$ cat src/rtl/core/websocket_frame_deframer_assert.svh
// Assertion macros shared by the deframer's modules.
// Depends on nothing; included by the files that check their own logic.
`ifndef WEBSOCKET_FRAME_DEFRAMER_ASSERT_SVH
`define WEBSOCKET_FRAME_DEFRAMER_ASSERT_SVH

// Same-cycle implication, disabled while reset is asserted.
`define WSFD_ASSERT_NOW(lbl, clk, rstn, ante, cons, msg) \
    lbl: assert property (@(posedge clk) disable iff (!rstn) (ante) |-> (cons)) \
        else $error(msg);

// Next-cycle implication, disabled while reset is asserted.
`define WSFD_ASSERT_NEXT(lbl, clk, rstn, ante, cons, msg) \
    lbl: assert property (@(posedge clk) disable iff (!rstn) (ante) |=> (cons)) \
        else $error(msg);

`endif

$ cat src/rtl/core/wsfd_pkg.sv
// Shared types and constants of the WebSocket frame deframer.
// Depends on nothing; imported by every module of the block.
package wsfd_pkg;

    localparam int BYTE_W   = 8;
    localparam int OPCODE_W = 4;
    localparam int LEN_W    = 64;
    localparam int KEY_W    = 32;

    localparam logic [OPCODE_W-1:0] OP_CLOSE      = 4'h8;
    localparam logic [OPCODE_W-1:0] OP_PING       = 4'h9;
    localparam logic [6:0]          LEN_MAX_SHORT = 7'd125;
    localparam logic [6:0]          LEN_EXT16     = 7'd126;
    localparam logic [6:0]          LEN_EXT64     = 7'd127;

    // Extended length byte counts, stored minus one
    localparam logic [2:0] EXT16_LEFT = 3'd1;
    localparam logic [2:0] EXT64_LEFT = 3'd7;
    localparam logic [1:0] KEY_LAST   = 2'd3;

    typedef enum logic [4:0] {
        PH_HDR0 = 5'b00001,
        PH_HDR1 = 5'b00010,
        PH_EXT  = 5'b00100,
        PH_KEY  = 5'b01000,
        PH_DATA = 5'b10000
    } phase_t;

    typedef enum logic [1:0] {
        ACT_DELIVER = 2'd0,
        ACT_CLOSE   = 2'd1,
        ACT_PING    = 2'd2
    } action_t;

    typedef struct packed {
        logic [BYTE_W-1:0]   payload_byte;
        logic                has_byte;
        logic [OPCODE_W-1:0] frame_opcode;
        logic                final_flag;
        logic                frame_end;
        action_t             action;
    } result_t;

endpackage

$ cat src/rtl/core/wsfd_parser.sv
// Input register and frame parsing state of the deframer.
// Depends on wsfd_pkg and websocket_frame_deframer_assert.svh.
`include "websocket_frame_deframer_assert.svh"

module wsfd_parser
    import wsfd_pkg::*;
(
    input  logic              clk,
    input  logic              rst_n,
    input  logic              in_valid,
    output logic              in_ready,
    input  logic [BYTE_W-1:0] in_byte,
    input  logic              out_full,
    output logic              res_push,
    output result_t           res
);

    logic              in_valid_reg;
    logic              in_valid_next;
    logic [BYTE_W-1:0] in_byte_reg;

    phase_t              phase_reg, phase_next;
    logic [2:0]          byte_count_reg, byte_count_next;
    logic                fin_bit_reg, fin_bit_next;
    logic [OPCODE_W-1:0] opcode_reg, opcode_next;
    logic                mask_bit_reg, mask_bit_next;
    logic [LEN_W-1:0]    remaining_reg, remaining_next;
    logic [KEY_W-1:0]    mask_key_reg, mask_key_next;
    logic [1:0]          key_index_reg, key_index_next;
    logic                closed_reg, closed_next;

    logic              fire;
    logic              res_valid;
    logic [6:0]        len7;
    logic [LEN_W-1:0]  len_shift;
    logic [BYTE_W-1:0] key_byte;
    action_t           act;

    function automatic action_t frame_action(input logic fin, input logic [OPCODE_W-1:0] op);
        action_t a;
        a = ACT_DELIVER;
        if (fin && op == OP_CLOSE)
        begin
            a = ACT_CLOSE;
        end
        else if (fin && op == OP_PING)
        begin
            a = ACT_PING;
        end
        return a;
    endfunction

    // Work the held item whenever the output side has a free slot
    assign fire     = in_valid_reg && !out_full;
    assign in_ready = !in_valid_reg || !out_full;

    assign len7      = in_byte_reg[6:0];
    assign len_shift = {remaining_reg[LEN_W-BYTE_W-1:0], in_byte_reg};
    assign act       = frame_action(fin_bit_reg, opcode_reg);

    always_comb
    begin
        case (key_index_reg)
            2'd0:    key_byte = mask_key_reg[31:24];
            2'd1:    key_byte = mask_key_reg[23:16];
            2'd2:    key_byte = mask_key_reg[15:8];
            default: key_byte = mask_key_reg[7:0];
        endcase
    end

    always_comb
    begin
        in_valid_next   = in_valid_reg;
        phase_next      = phase_reg;
        byte_count_next = byte_count_reg;
        fin_bit_next    = fin_bit_reg;
        opcode_next     = opcode_reg;
        mask_bit_next   = mask_bit_reg;
        remaining_next  = remaining_reg;
        mask_key_next   = mask_key_reg;
        key_index_next  = key_index_reg;
        closed_next     = closed_reg;
        res_valid       = 1'b0;
        res.payload_byte = '0;
        res.has_byte     = 1'b0;
        res.frame_opcode = opcode_reg;
        res.final_flag   = fin_bit_reg;
        res.frame_end    = 1'b0;
        res.action       = ACT_DELIVER;

        if (fire)
        begin
            in_valid_next = 1'b0;
        end
        if (in_valid && in_ready)
        begin
            in_valid_next = 1'b1;
        end

        if (fire && !closed_reg)
        begin
            unique case (phase_reg)
                PH_HDR1:
                begin
                    mask_bit_next = in_byte_reg[7];
                    if (len7 <= LEN_MAX_SHORT)
                    begin
                        remaining_next = {{(LEN_W-7){1'b0}}, len7};
                        key_index_next = '0;
                        if (in_byte_reg[7])
                        begin
                            phase_next = PH_KEY;
                        end
                        else if (len7 != '0)
                        begin
                            phase_next = PH_DATA;
                        end
                        else
                        begin
                            res_valid = 1'b1;
                        end
                    end
                    else
                    begin
                        remaining_next  = '0;
                        byte_count_next = (len7 == LEN_EXT16) ? EXT16_LEFT : EXT64_LEFT;
                        phase_next      = PH_EXT;
                    end
                end
                PH_EXT:
                begin
                    remaining_next = len_shift;
                    if (byte_count_reg != '0)
                    begin
                        byte_count_next = byte_count_reg - 3'd1;
                    end
                    else
                    begin
                        key_index_next = '0;
                        if (mask_bit_reg)
                        begin
                            phase_next = PH_KEY;
                        end
                        else if (len_shift != '0)
                        begin
                            phase_next = PH_DATA;
                        end
                        else
                        begin
                            res_valid = 1'b1;
                        end
                    end
                end
                PH_KEY:
                begin
                    mask_key_next = {mask_key_reg[KEY_W-BYTE_W-1:0], in_byte_reg};
                    if (key_index_reg != KEY_LAST)
                    begin
                        key_index_next = key_index_reg + 2'd1;
                    end
                    else
                    begin
                        key_index_next = '0;
                        if (remaining_reg != '0)
                        begin
                            phase_next = PH_DATA;
                        end
                        else
                        begin
                            res_valid = 1'b1;
                        end
                    end
                end
                PH_DATA:
                begin
                    res_valid        = 1'b1;
                    res.has_byte     = 1'b1;
                    res.payload_byte = mask_bit_reg ? (in_byte_reg ^ key_byte) : in_byte_reg;
                    key_index_next   = key_index_reg + 2'd1;
                    remaining_next   = remaining_reg - {{(LEN_W-1){1'b0}}, 1'b1};
                end
                default:
                begin
                    fin_bit_next = in_byte_reg[7];
                    opcode_next  = in_byte_reg[OPCODE_W-1:0];
                    phase_next   = PH_HDR1;
                end
            endcase

            // Close out the frame: empty-frame marker or last payload byte
            if (res_valid && (!res.has_byte || remaining_reg == {{(LEN_W-1){1'b0}}, 1'b1}))
            begin
                res.frame_end   = 1'b1;
                res.action      = act;
                phase_next      = PH_HDR0;
                byte_count_next = '0;
                key_index_next  = '0;
                if (act == ACT_CLOSE)
                begin
                    closed_next = 1'b1;
                end
            end
        end
    end

    assign res_push = res_valid;

    always_ff @(posedge clk or negedge rst_n)
    begin
        if (!rst_n)
        begin
            in_valid_reg   <= 1'b0;
            phase_reg      <= PH_HDR0;
            byte_count_reg <= '0;
            fin_bit_reg    <= 1'b0;
            opcode_reg     <= '0;
            mask_bit_reg   <= 1'b0;
            remaining_reg  <= '0;
            mask_key_reg   <= '0;
            key_index_reg  <= '0;
            closed_reg     <= 1'b0;
        end
        else
        begin
            in_valid_reg   <= in_valid_next;
            phase_reg      <= phase_next;
            byte_count_reg <= byte_count_next;
            fin_bit_reg    <= fin_bit_next;
            opcode_reg     <= opcode_next;
            mask_bit_reg   <= mask_bit_next;
            remaining_reg  <= remaining_next;
            mask_key_reg   <= mask_key_next;
            key_index_reg  <= key_index_next;
            closed_reg     <= closed_next;
        end
    end

    always_ff @(posedge clk)
    begin
        if (in_valid && in_ready)
        begin
            in_byte_reg <= in_byte;
        end
    end

    `WSFD_ASSERT_NEXT(a_closed_sticky, clk, rst_n, closed_reg, closed_reg,
        "closed state was left without reset")
    `WSFD_ASSERT_NEXT(a_close_latches, clk, rst_n,
        res_push && res.frame_end && res.action == ACT_CLOSE, closed_reg,
        "close frame did not latch the closed state")
    `WSFD_ASSERT_NOW(a_data_len, clk, rst_n, phase_reg == PH_DATA, remaining_reg != '0,
        "payload phase with no bytes left")

endmodule

$ cat src/rtl/core/wsfd_out_skid.sv
// Two-entry output stage (result register plus skid register) of the deframer.
// Depends on wsfd_pkg and websocket_frame_deframer_assert.svh.
`include "websocket_frame_deframer_assert.svh"

module wsfd_out_skid
    import wsfd_pkg::*;
(
    input  logic    clk,
    input  logic    rst_n,
    input  logic    push,
    input  result_t push_res,
    output logic    full,
    output logic    out_valid,
    input  logic    out_ready,
    output result_t out_res
);

    logic    out_valid_reg, out_valid_next;
    logic    skid_valid_reg, skid_valid_next;
    result_t out_res_reg, out_res_next;
    result_t skid_res_reg, skid_res_next;
    logic    drain;

    assign drain = !out_valid_reg || out_ready;
    assign full  = skid_valid_reg;

    always_comb
    begin
        out_valid_next  = out_valid_reg;
        skid_valid_next = skid_valid_reg;
        out_res_next    = out_res_reg;
        skid_res_next   = skid_res_reg;
        if (drain)
        begin
            if (skid_valid_reg)
            begin
                out_valid_next  = 1'b1;
                out_res_next    = skid_res_reg;
                skid_valid_next = 1'b0;
            end
            else
            begin
                out_valid_next = push;
                out_res_next   = push_res;
            end
        end
        else if (push)
        begin
            skid_valid_next = 1'b1;
            skid_res_next   = push_res;
        end
    end

    always_ff @(posedge clk or negedge rst_n)
    begin
        if (!rst_n)
        begin
            out_valid_reg  <= 1'b0;
            skid_valid_reg <= 1'b0;
        end
        else
        begin
            out_valid_reg  <= out_valid_next;
            skid_valid_reg <= skid_valid_next;
        end
    end

    always_ff @(posedge clk)
    begin
        out_res_reg  <= out_res_next;
        skid_res_reg <= skid_res_next;
    end

    assign out_valid = out_valid_reg;
    assign out_res   = out_res_reg;

    `WSFD_ASSERT_NOW(a_skid_order, clk, rst_n, skid_valid_reg, out_valid_reg,
        "skid entry held while result register empty")
    `WSFD_ASSERT_NOW(a_no_overflow, clk, rst_n, push, !skid_valid_reg,
        "result pushed into a full output stage")
    `WSFD_ASSERT_NEXT(a_stall_to_skid, clk, rst_n, push && out_valid_reg && !out_ready,
        skid_valid_reg, "stalled result was not parked in the skid entry")

endmodule

$ cat src/rtl/core/websocket_frame_deframer.sv
// Top level of the WebSocket frame deframer: parser plus output stage.
// Depends on wsfd_pkg, wsfd_parser and wsfd_out_skid.
//
//  channel | dir | tdata                                | tuser                 | tlast
//  --------+-----+--------------------------------------+-----------------------+----------
//  s_*     | in  | [7:0] data_byte                      | -                     | -
//  m_*     | out | [7:0] payload_byte, [11:8] opcode,   | [0] has_byte,         | frame_end
//          |     | [12] final_flag, [15:13] zero        | [2:1] action          |
//
// Flow: one item per cycle while the output stage is not full; each received byte is
// registered, then parsed against the frame state registers, and its result is
// registered in the output stage before it appears on m_*.
// Reset: rst_n clears the parser to the first header byte and empties the output.
// Stalls: a two-entry output stage absorbs an m_tready drop; s_tready falls
// only once both output entries and the input register are occupied.
// After a close frame every further item is taken and dropped until reset.
module websocket_frame_deframer
    import wsfd_pkg::*;
(
    input  logic        clk,
    input  logic        rst_n,
    input  logic        s_tvalid,
    output logic        s_tready,
    input  logic [7:0]  s_tdata,   // [7:0] data_byte
    output logic        m_tvalid,
    input  logic        m_tready,
    output logic [15:0] m_tdata,   // [7:0] payload_byte, [11:8] frame_opcode, [12] final_flag
    output logic [2:0]  m_tuser,   // [0] has_byte, [2:1] action
    output logic        m_tlast    // frame_end
);

    result_t res;
    result_t out_res;
    logic    res_push;
    logic    out_full;

    // Parse one byte per cycle; hold the input item while the output is full
    wsfd_parser u_parser (
        .clk      (clk),
        .rst_n    (rst_n),
        .in_valid (s_tvalid),
        .in_ready (s_tready),
        .in_byte  (s_tdata),
        .out_full (out_full),
        .res_push (res_push),
        .res      (res)
    );

    // Decouple the downstream ready from the input side
    wsfd_out_skid u_out (
        .clk       (clk),
        .rst_n     (rst_n),
        .push      (res_push),
        .push_res  (res),
        .full      (out_full),
        .out_valid (m_tvalid),
        .out_ready (m_tready),
        .out_res   (out_res)
    );

    assign m_tdata = {3'b000, out_res.final_flag, out_res.frame_opcode, out_res.payload_byte};
    assign m_tuser = {out_res.action, out_res.has_byte};
    assign m_tlast = out_res.frame_end;

endmodule

$ cat config.mk
export PLATFORM = sky130hd
export DESIGN_NAME = websocket_frame_deframer
export DESIGN_NICKNAME = d
export VERILOG_FILES = /design/src/rtl/core/wsfd_pkg.sv /design/src/rtl/core/wsfd_parser.sv /design/src/rtl/core/wsfd_out_skid.sv /design/src/rtl/core/websocket_frame_deframer.sv
export VERILOG_INCLUDE_DIRS = /design/src /design/src/rtl/core
export SDC_FILE = /design/constraint.sdc
export NUM_CORES = 1
export LEC_CHECK = 0
export ABC_AREA = 1
export BUFFER_PORTS_ARGS = -buffer_cell sky130_fd_sc_hd__buf_2
export CAP_MARGIN = 30
export CORE_AREA = 2 2 142 144
export CTS_CLUSTER_DIAMETER = 100
export DETAILED_ROUTE_END_ITERATION = 7
export DIE_AREA = 0 0 144 146
export SYNTH_ARGS = -nofsm -noshare
export SYNTH_HDL_FRONTEND = slang
export SYNTH_SLANG_ARGS = --single-unit
export TNS_END_PERCENT = 1
$ cat constraint.sdc
create_clock -name clk -period 3.1 [get_ports clk]
set_input_delay 0.31 -clock clk [delete_from_list [all_inputs] [get_ports clk]]
set_output_delay 0.31 -clock clk [all_outputs]
set_load 0.01 [all_outputs]
==> flow_metrics.env, run 1 <==
export IMPL_nFillCells=1877
export IMPL_synthFlopType="dfrtp_1"
export IMPL_drv_cap=0
export IMPL_first_iter_violations=825
export IMPL_vias=8300
export IMPL_dp_hpwl_um=17700
export IMPL_period_minus_slack_ns=2.542
export IMPL_holdWs_ns=0.04628
export IMPL_coreArea_um2=19330
export IMPL_crit_path_end="u_parser.remaining_reg[34]"
export IMPL_synth_async_reset_ratio_pct=73.42
export IMPL_numCtsBuffers=17
export IMPL_ys_warn_count=0
export IMPL_drt_pass1_iter_count=5
export IMPL_use_met3_pct=4.311
export IMPL_ant_nets=0
export IMPL_ir_drop_mv=0.5149
export IMPL_ios=34
export IMPL_min_path_type="input port to register"
export IMPL_initial_core_util_pct=47.56
export IMPL_syn_mean_instance_area_um2=7.537
export IMPL_nets=1260
export IMPL_synth_area_um2=9195
export IMPL_r2r_cells=11
export IMPL_synth_edff_count=42
export IMPL_chipWidth_um=144
export IMPL_ys_ff_latch=158
export IMPL_skew_ns=0.01821
export IMPL_netlist_top_cells_count="nand2_1, nor2_1, dfrtp_1"
export IMPL_synth_top_area_share_pct=31.30
export IMPL_path_clk_slew_ns=0.07
export IMPL_yosysUniqueCellTypes=50
export IMPL_wl_per_cell_um=16.65
export IMPL_critPathMaxFanout=6
export IMPL_design_area_um2=10170
export IMPL_cellLeakagePower_nw=4.504
export IMPL_final_util_pct=52.60
export IMPL_grt_first_pass_wirelength_um=40880
export IMPL_status="finished, final reports clean"
export IMPL_via_per_inst=5.471
export IMPL_grt_setup_unrepaired="false"
export IMPL_routed_wl_um=25260
export IMPL_use_met2_pct=35.21
export IMPL_placed_cell_area_um2=9588
export IMPL_synth_cells=1220
export IMPL_setup_worst_path_end_class="register"
export IMPL_grt_antenna_before_repair=0
export IMPL_slew_headroom_pct=38.68
export IMPL_die_area_um2=21020
export IMPL_clkLatencyLatePin_ns=0.44
export IMPL_worst_slew_pin_slew_ns=0.9199
export IMPL_grt_pass1_vias=7532
export IMPL_seq_area_um2=4165
export IMPL_power_density_nw_per_um2=894.0
export IMPL_cts_tree="yes"
export IMPL_die_y_um=146
export IMPL_cts_htree_levels=4
export IMPL_hold_buffers=1
export IMPL_clock_sinks=158
export IMPL_drc=0
export IMPL_setup_worst_path_class="register to register"
export IMPL_synth_area_top_cells="dfrtp_1, edfxtp_1, nand2_1, nor2_1, a21oi_1"
export IMPL_diodes=0
export IMPL_fmax_mhz=393.4
export IMPL_r2r_end="u_parser.remaining_reg[34]"
export IMPL_fin_tns_setup_ns=0
export IMPL_critPathArrivalTime_ns=2.84
export IMPL_yosysMostFrequentCell="nand2_1"
export IMPL_holdPathStages=1
export IMPL_finalCritPeriodShare_pct=82.00
export IMPL_globalRoute_totalOverflow=0
export IMPL_syn_to_final_growth_pct=10.61
export IMPL_r2r_start="u_parser.remaining_reg[0]"
export IMPL_placementRows=51
export IMPL_grt_most_used_layer="met1"
export IMPL_clockRootBuffer="clkbuf_16"
export IMPL_use_met1_pct=39.95
export IMPL_gp_congestion=0.9585
export IMPL_multi_input_area_um2=4365
export IMPL_dp_cells=1484
export IMPL_start_kind="register"
export IMPL_cts_setup_buffers=0
export IMPL_setup_viol=0
export IMPL_clockBufferDepth=2
export IMPL_critPathLaunch="u_parser.remaining_reg[0]"
export IMPL_cp_required_ns=3.40
export IMPL_stdcell_count=1517
export IMPL_portBuffers=30
export IMPL_yosysSeqAreaShare_pct=45.30
export IMPL_synth_top_cell_by_area="dfrtp_1"
export IMPL_drive_gt1_share_pct=10.86
export IMPL_largest_reg_flops=64
export IMPL_finalHoldViolations=0
export IMPL_ff2ff_setup_slack_ns=0.56
export IMPL_grt_max_degree=76
export IMPL_grt_use_total_pct=24.82
export IMPL_cts_resized=0
export IMPL_slew_viol_final=0
## power breakdown
part | internal [mW] | leakage, nW | switching [mW]
combinational | 1.16 | 2.31 | 2.37
sequential | 2.79 | 1.92 | 0.682
clock | 1.13 | 0.274 | 0.950
## critical path: stages, from the launching register on
cell and delay (ns):
dfrtp_1 0.40, inv_1 0.17, ha_1 0.31, inv_1 0.15, nor2_2 0.22, nand2_1 0.14, nor2_1 0.17, nand3_1 0.14
nor3_1 0.39, nand3_1 0.14, nand3_1 0.11, a22oi_1 0.07
## cell families (layout without fill, tap and decap cells)
kind of cell / count (synthesis) / after routing / synth area share, %
other: 1 / 3 / 0.04078
AO/OA/AOI/OAI: 252 / 252 / 15.57
multiplexers: 8 / 8 / 0.9798
flip-flops: 158 / 158 / 45.30
AND/OR/NAND/NOR: 626 / 626 / 29.39
XOR/XNOR: 2 / 2 / 0.1905
buffers and inverters: 164 / 194 / 7.307
adder cells (fa/ha/maj): 9 / 9 / 1.225
## per-layer routing
layer  wire length [um]  up-vias
met3               1524       17
met1              12810     3938
met2              10740      245
met5                  0        -
met4                184        0
li1                   -     4100
## metrics by stage
stage	power (mW)	setup WS, ns
global route	9.765	0.3928
global placement	6.950	0.6459
detailed placement	6.988	0.6294
CTS	9.083	0.6092
floorplan	5.963	0.5898
finish	9.093	0.5579
## layout make-up
cell class              instances  share of cell area (%)
clock buffers                  17                   4.183
multi-input cells             900                   42.92
flip-flops and latches        158                   40.95
clock inverters                15                   1.452
inverters                     116                   4.281
repair buffers                 46                   2.952
well taps                     265                   3.260
## how the worst min path moves through the flow
| stage | start | endpoint | slack, ns |
|---|---|---|---|
| floorplan | rst_n | u_out.full | 0.01 |
| global placement | rst_n | u_parser.in_valid_reg | 0.21 |
| detailed placement | rst_n | u_parser.opcode_reg[2] | 0.21 |
| CTS | s_tdata[2] | u_parser.in_byte_reg[2] | 0.04 |
| global route | s_tdata[2] | u_parser.in_byte_reg[2] | 0.04 |
| finish | s_tdata[2] | u_parser.in_byte_reg[2] | 0.05 |
## placed cells by master (no fill, tap or decap), types with 4 or more instances in the layout
| master | n |
|---|---|
| nand2_1 | 284 |
| nor2_1 | 184 |
| dfrtp_1 | 115 |
| inv_1 | 111 |
| a21oi_1 | 98 |
| o21ai_0 | 90 |
| nand3_1 | 65 |
| edfxtp_1 | 42 |
| buf_2 | 29 |
| nor3_1 | 24 |
| a22oi_1 | 20 |
| nor2_2 | 19 |
| clkbuf_16 | 17 |
| buf_4 | 14 |
| nand4_1 | 13 |
| nand2_2 | 10 |
| a31oi_1 | 9 |
| ha_1 | 9 |
| mux2_2 | 8 |
| nor4_1 | 6 |
| nand3b_1 | 5 |
| nor2_4 | 5 |
| inv_2 | 5 |
| inv_6 | 5 |
| o32ai_1 | 4 |
| o22ai_1 | 4 |
| o21bai_1 | 4 |
| o21ai_1 | 4 |
| a32oi_1 | 4 |
No activity file was read; power rests on OpenSTA's default activity.
==> run 2: changes to the inputs <==
--- a/config.mk
+++ b/config.mk
@@ -13,6 +13,7 @@
 export CTS_CLUSTER_DIAMETER = 100
 export DETAILED_ROUTE_END_ITERATION = 7
 export DIE_AREA = 0 0 144 146
+export PLACE_DENSITY = 0.66
 export SYNTH_ARGS = -nofsm -noshare
 export SYNTH_HDL_FRONTEND = slang
 export SYNTH_SLANG_ARGS = --single-unit
==> constraint.sdc (replaced) <==
create_clock -name clk -period 2.1 [get_ports clk]
set_input_delay 0.21 -clock clk [delete_from_list [all_inputs] [get_ports clk]]
set_output_delay 0.21 -clock clk [all_outputs]
set_load 0.01 [all_outputs]
==> flow_metrics.env, run 2 (same netlist as run 1, synthesis figures left out) <==
export IMPL_status="finished, final reports clean"
export IMPL_r2r_cells=14
export IMPL_place_ws_ns=0.02137
export IMPL_clockRootBuffer="clkbuf_16"
export IMPL_die_area_um2=21020
export IMPL_skew_ns=0.01116
export IMPL_path_cells="buf_4 > nor2_1 > nand2_1 > nor2_2 > nand2_1 > nor2_2 > nand2_2 > nor2_4 > nand2_2 > nor2_1 > nand3_1 > o21ai_0 > nand2_1 > nand2_1"
export IMPL_fmax_mhz=495.9
export IMPL_diodes=0
export IMPL_wl_per_cell_um=16.45
export IMPL_chipWidth_um=144
export IMPL_clock_sinks=158
export IMPL_critPathTopFamily="simple AND/OR/NAND/NOR gates"
export IMPL_vias=8911
export IMPL_power_density_nw_per_um2=1295
export IMPL_cts_tree="yes"
export IMPL_finalCritPeriodShare_pct=96.03
export IMPL_portBuffers=30
export IMPL_critPathLaunch="u_parser.remaining_reg[1]"
export IMPL_setup_viol=0
export IMPL_gp_congestion=0.9856
export IMPL_ios=34
export IMPL_critical_path_slowest_cell="dfrtp_1"
export IMPL_grt_setup_unrepaired="true"
export IMPL_setup_worst_path_class="register to register"
export IMPL_use_met2_pct=39.52
export IMPL_drv_cap=0
export IMPL_critPathMaxFanout=5
export IMPL_drive_gt1_share_pct=20.33
export IMPL_grt_first_pass_wirelength_um=43350
export IMPL_max_stage_delay_ns=0.38
export IMPL_worst_slew_pin_slew_ns=0.6428
export IMPL_die_y_um=146
export IMPL_initial_core_util_pct=47.56
export IMPL_setup_ws_ns=0.08333
export IMPL_largest_reg_flops=64
export IMPL_ff2ff_setup_slack_ns=0.08
export IMPL_layout_commonest_cell="nand2_1"
export IMPL_clkLatencyLatePin_ns=0.44
export IMPL_grt_antenna_before_repair=0
export IMPL_total_power_mw=14.45
export IMPL_cp_num_cells=14
export IMPL_min_path_type="input port to register"
export IMPL_holdWs_ns=0.2593
export IMPL_path_clk_slew_ns=0.07
export IMPL_fin_tns_setup_ns=0
export IMPL_grt_max_degree=76
export IMPL_cp_required_ns=2.48
export IMPL_crit_path_end="u_parser.remaining_reg[47]"
export IMPL_start_kind="register"
export IMPL_final_util_pct=57.71
export IMPL_period_minus_slack_ns=2.017
export IMPL_ant_nets=0
export IMPL_drt_pass1_iter_count=6
export IMPL_globalRoute_totalOverflow=0
export IMPL_slew_headroom_pct=57.15
export IMPL_cellLeakagePower_nw=4.978
export IMPL_finalHoldViolations=0
export IMPL_use_met3_pct=6.384
export IMPL_use_met1_pct=37.19
export IMPL_path_buf_inv=1
export IMPL_via_per_inst=5.542
export IMPL_clockBufferDepth=2
export IMPL_r2r_start="u_parser.remaining_reg[1]"
export IMPL_grt_use_total_pct=26.23
export IMPL_grt_pass1_vias=8519
export IMPL_cp_common_cell="nand2_1"
export IMPL_first_iter_violations=883
export IMPL_coreArea_um2=19330
export IMPL_nets=1351
export IMPL_routed_wl_um=26450
export IMPL_syn_to_final_growth_pct=21.35
export IMPL_grt_most_used_layer="met2"
export IMPL_dp_hpwl_um=18740
export IMPL_numCtsBuffers=17
export IMPL_final_cell_mix="nand2_1, nor2_1, inv_1, dfrtp_1, a21oi_1"
export IMPL_cts_htree_levels=4
export IMPL_r2r_end="u_parser.remaining_reg[47]"
export IMPL_drc=0
export IMPL_setup_worst_path_end_class="register"
export IMPL_placementRows=51
export IMPL_slew_viol_final=0
export IMPL_ir_drop_mv=0.6740
export IMPL_critPathArrivalTime_ns=2.39
-- run 2: cell types whose count changed in the layout (fill, tap and decap cells not counted), sizes merged --
cell,change
bufinv,-1
clkinv,+4
buf,+82
dlygate4sd3,+9
clkinvlp,-1
inv,-2
-- run 2: metrics by stage --
| stage | area (um2) | std cells |
|---|---|---|
| global route | 11160 | 1608 |
| detailed placement | 10250 | 1563 |
| floorplan | 9210 | 1222 |
| CTS | 10950 | 1605 |
| finish | 11160 | 1608 |
| global placement | 10250 | 1563 |
-- run 2: routing by layer --
layer | up-vias | part of all wire (%)
li1 | 4286 | -
met3 | 59 | 8.3
met2 | 400 | 45
met5 | - | 0
met4 | 0 | 2.0
met1 | 4166 | 45
-- run 2: repair_timing --
item,CTS,global route
gates resized for setup,0,65
setup endpoints to repair,0,60
hold endpoints to repair,45,0
hold buffers,10,0
buffers inserted,0,3
-- run 2: area by class of cell --
class / instances / area (um2)
clock buffers: 17 / 425.4
clock inverters: 15 / 176.4
fillers: 1757 / 8177
inverters: 116 / 435.4
multi-input cells: 900 / 4544
flip-flops and latches: 158 / 4177
well taps: 265 / 331.6
repair buffers: 137 / 1069
-- run 2: how the worst min path moves through the flow --
stage	start	to	slack, ns	cells past startpoint
after floorplan	rst_n	u_out.full	-0.09	0
after global placement	rst_n	u_parser.in_valid_reg	0.27	1
after detailed placement	rst_n	u_parser.in_valid_reg	0.27	1
after CTS	m_tready	u_out.out_valid	0.26	4
after global routing	m_tready	u_out.full	0.31	4
final	m_tready	u_out.full	0.26	4
-- run 2: tightest hold or removal path, delay by kind of cell --
family                 cells  cell delay, ns
buffers and inverters      2            0.10
and+or+nand+nor            2            0.33
-- run 2: where the power goes --
group	leakage, nW	total (mW)	internal, mW	switching [mW]
Sequential	1.90	4.94	4.13	0.807
Combinational	2.79	6.42	2.33	4.08
Clock	0.285	3.09	1.60	1.49
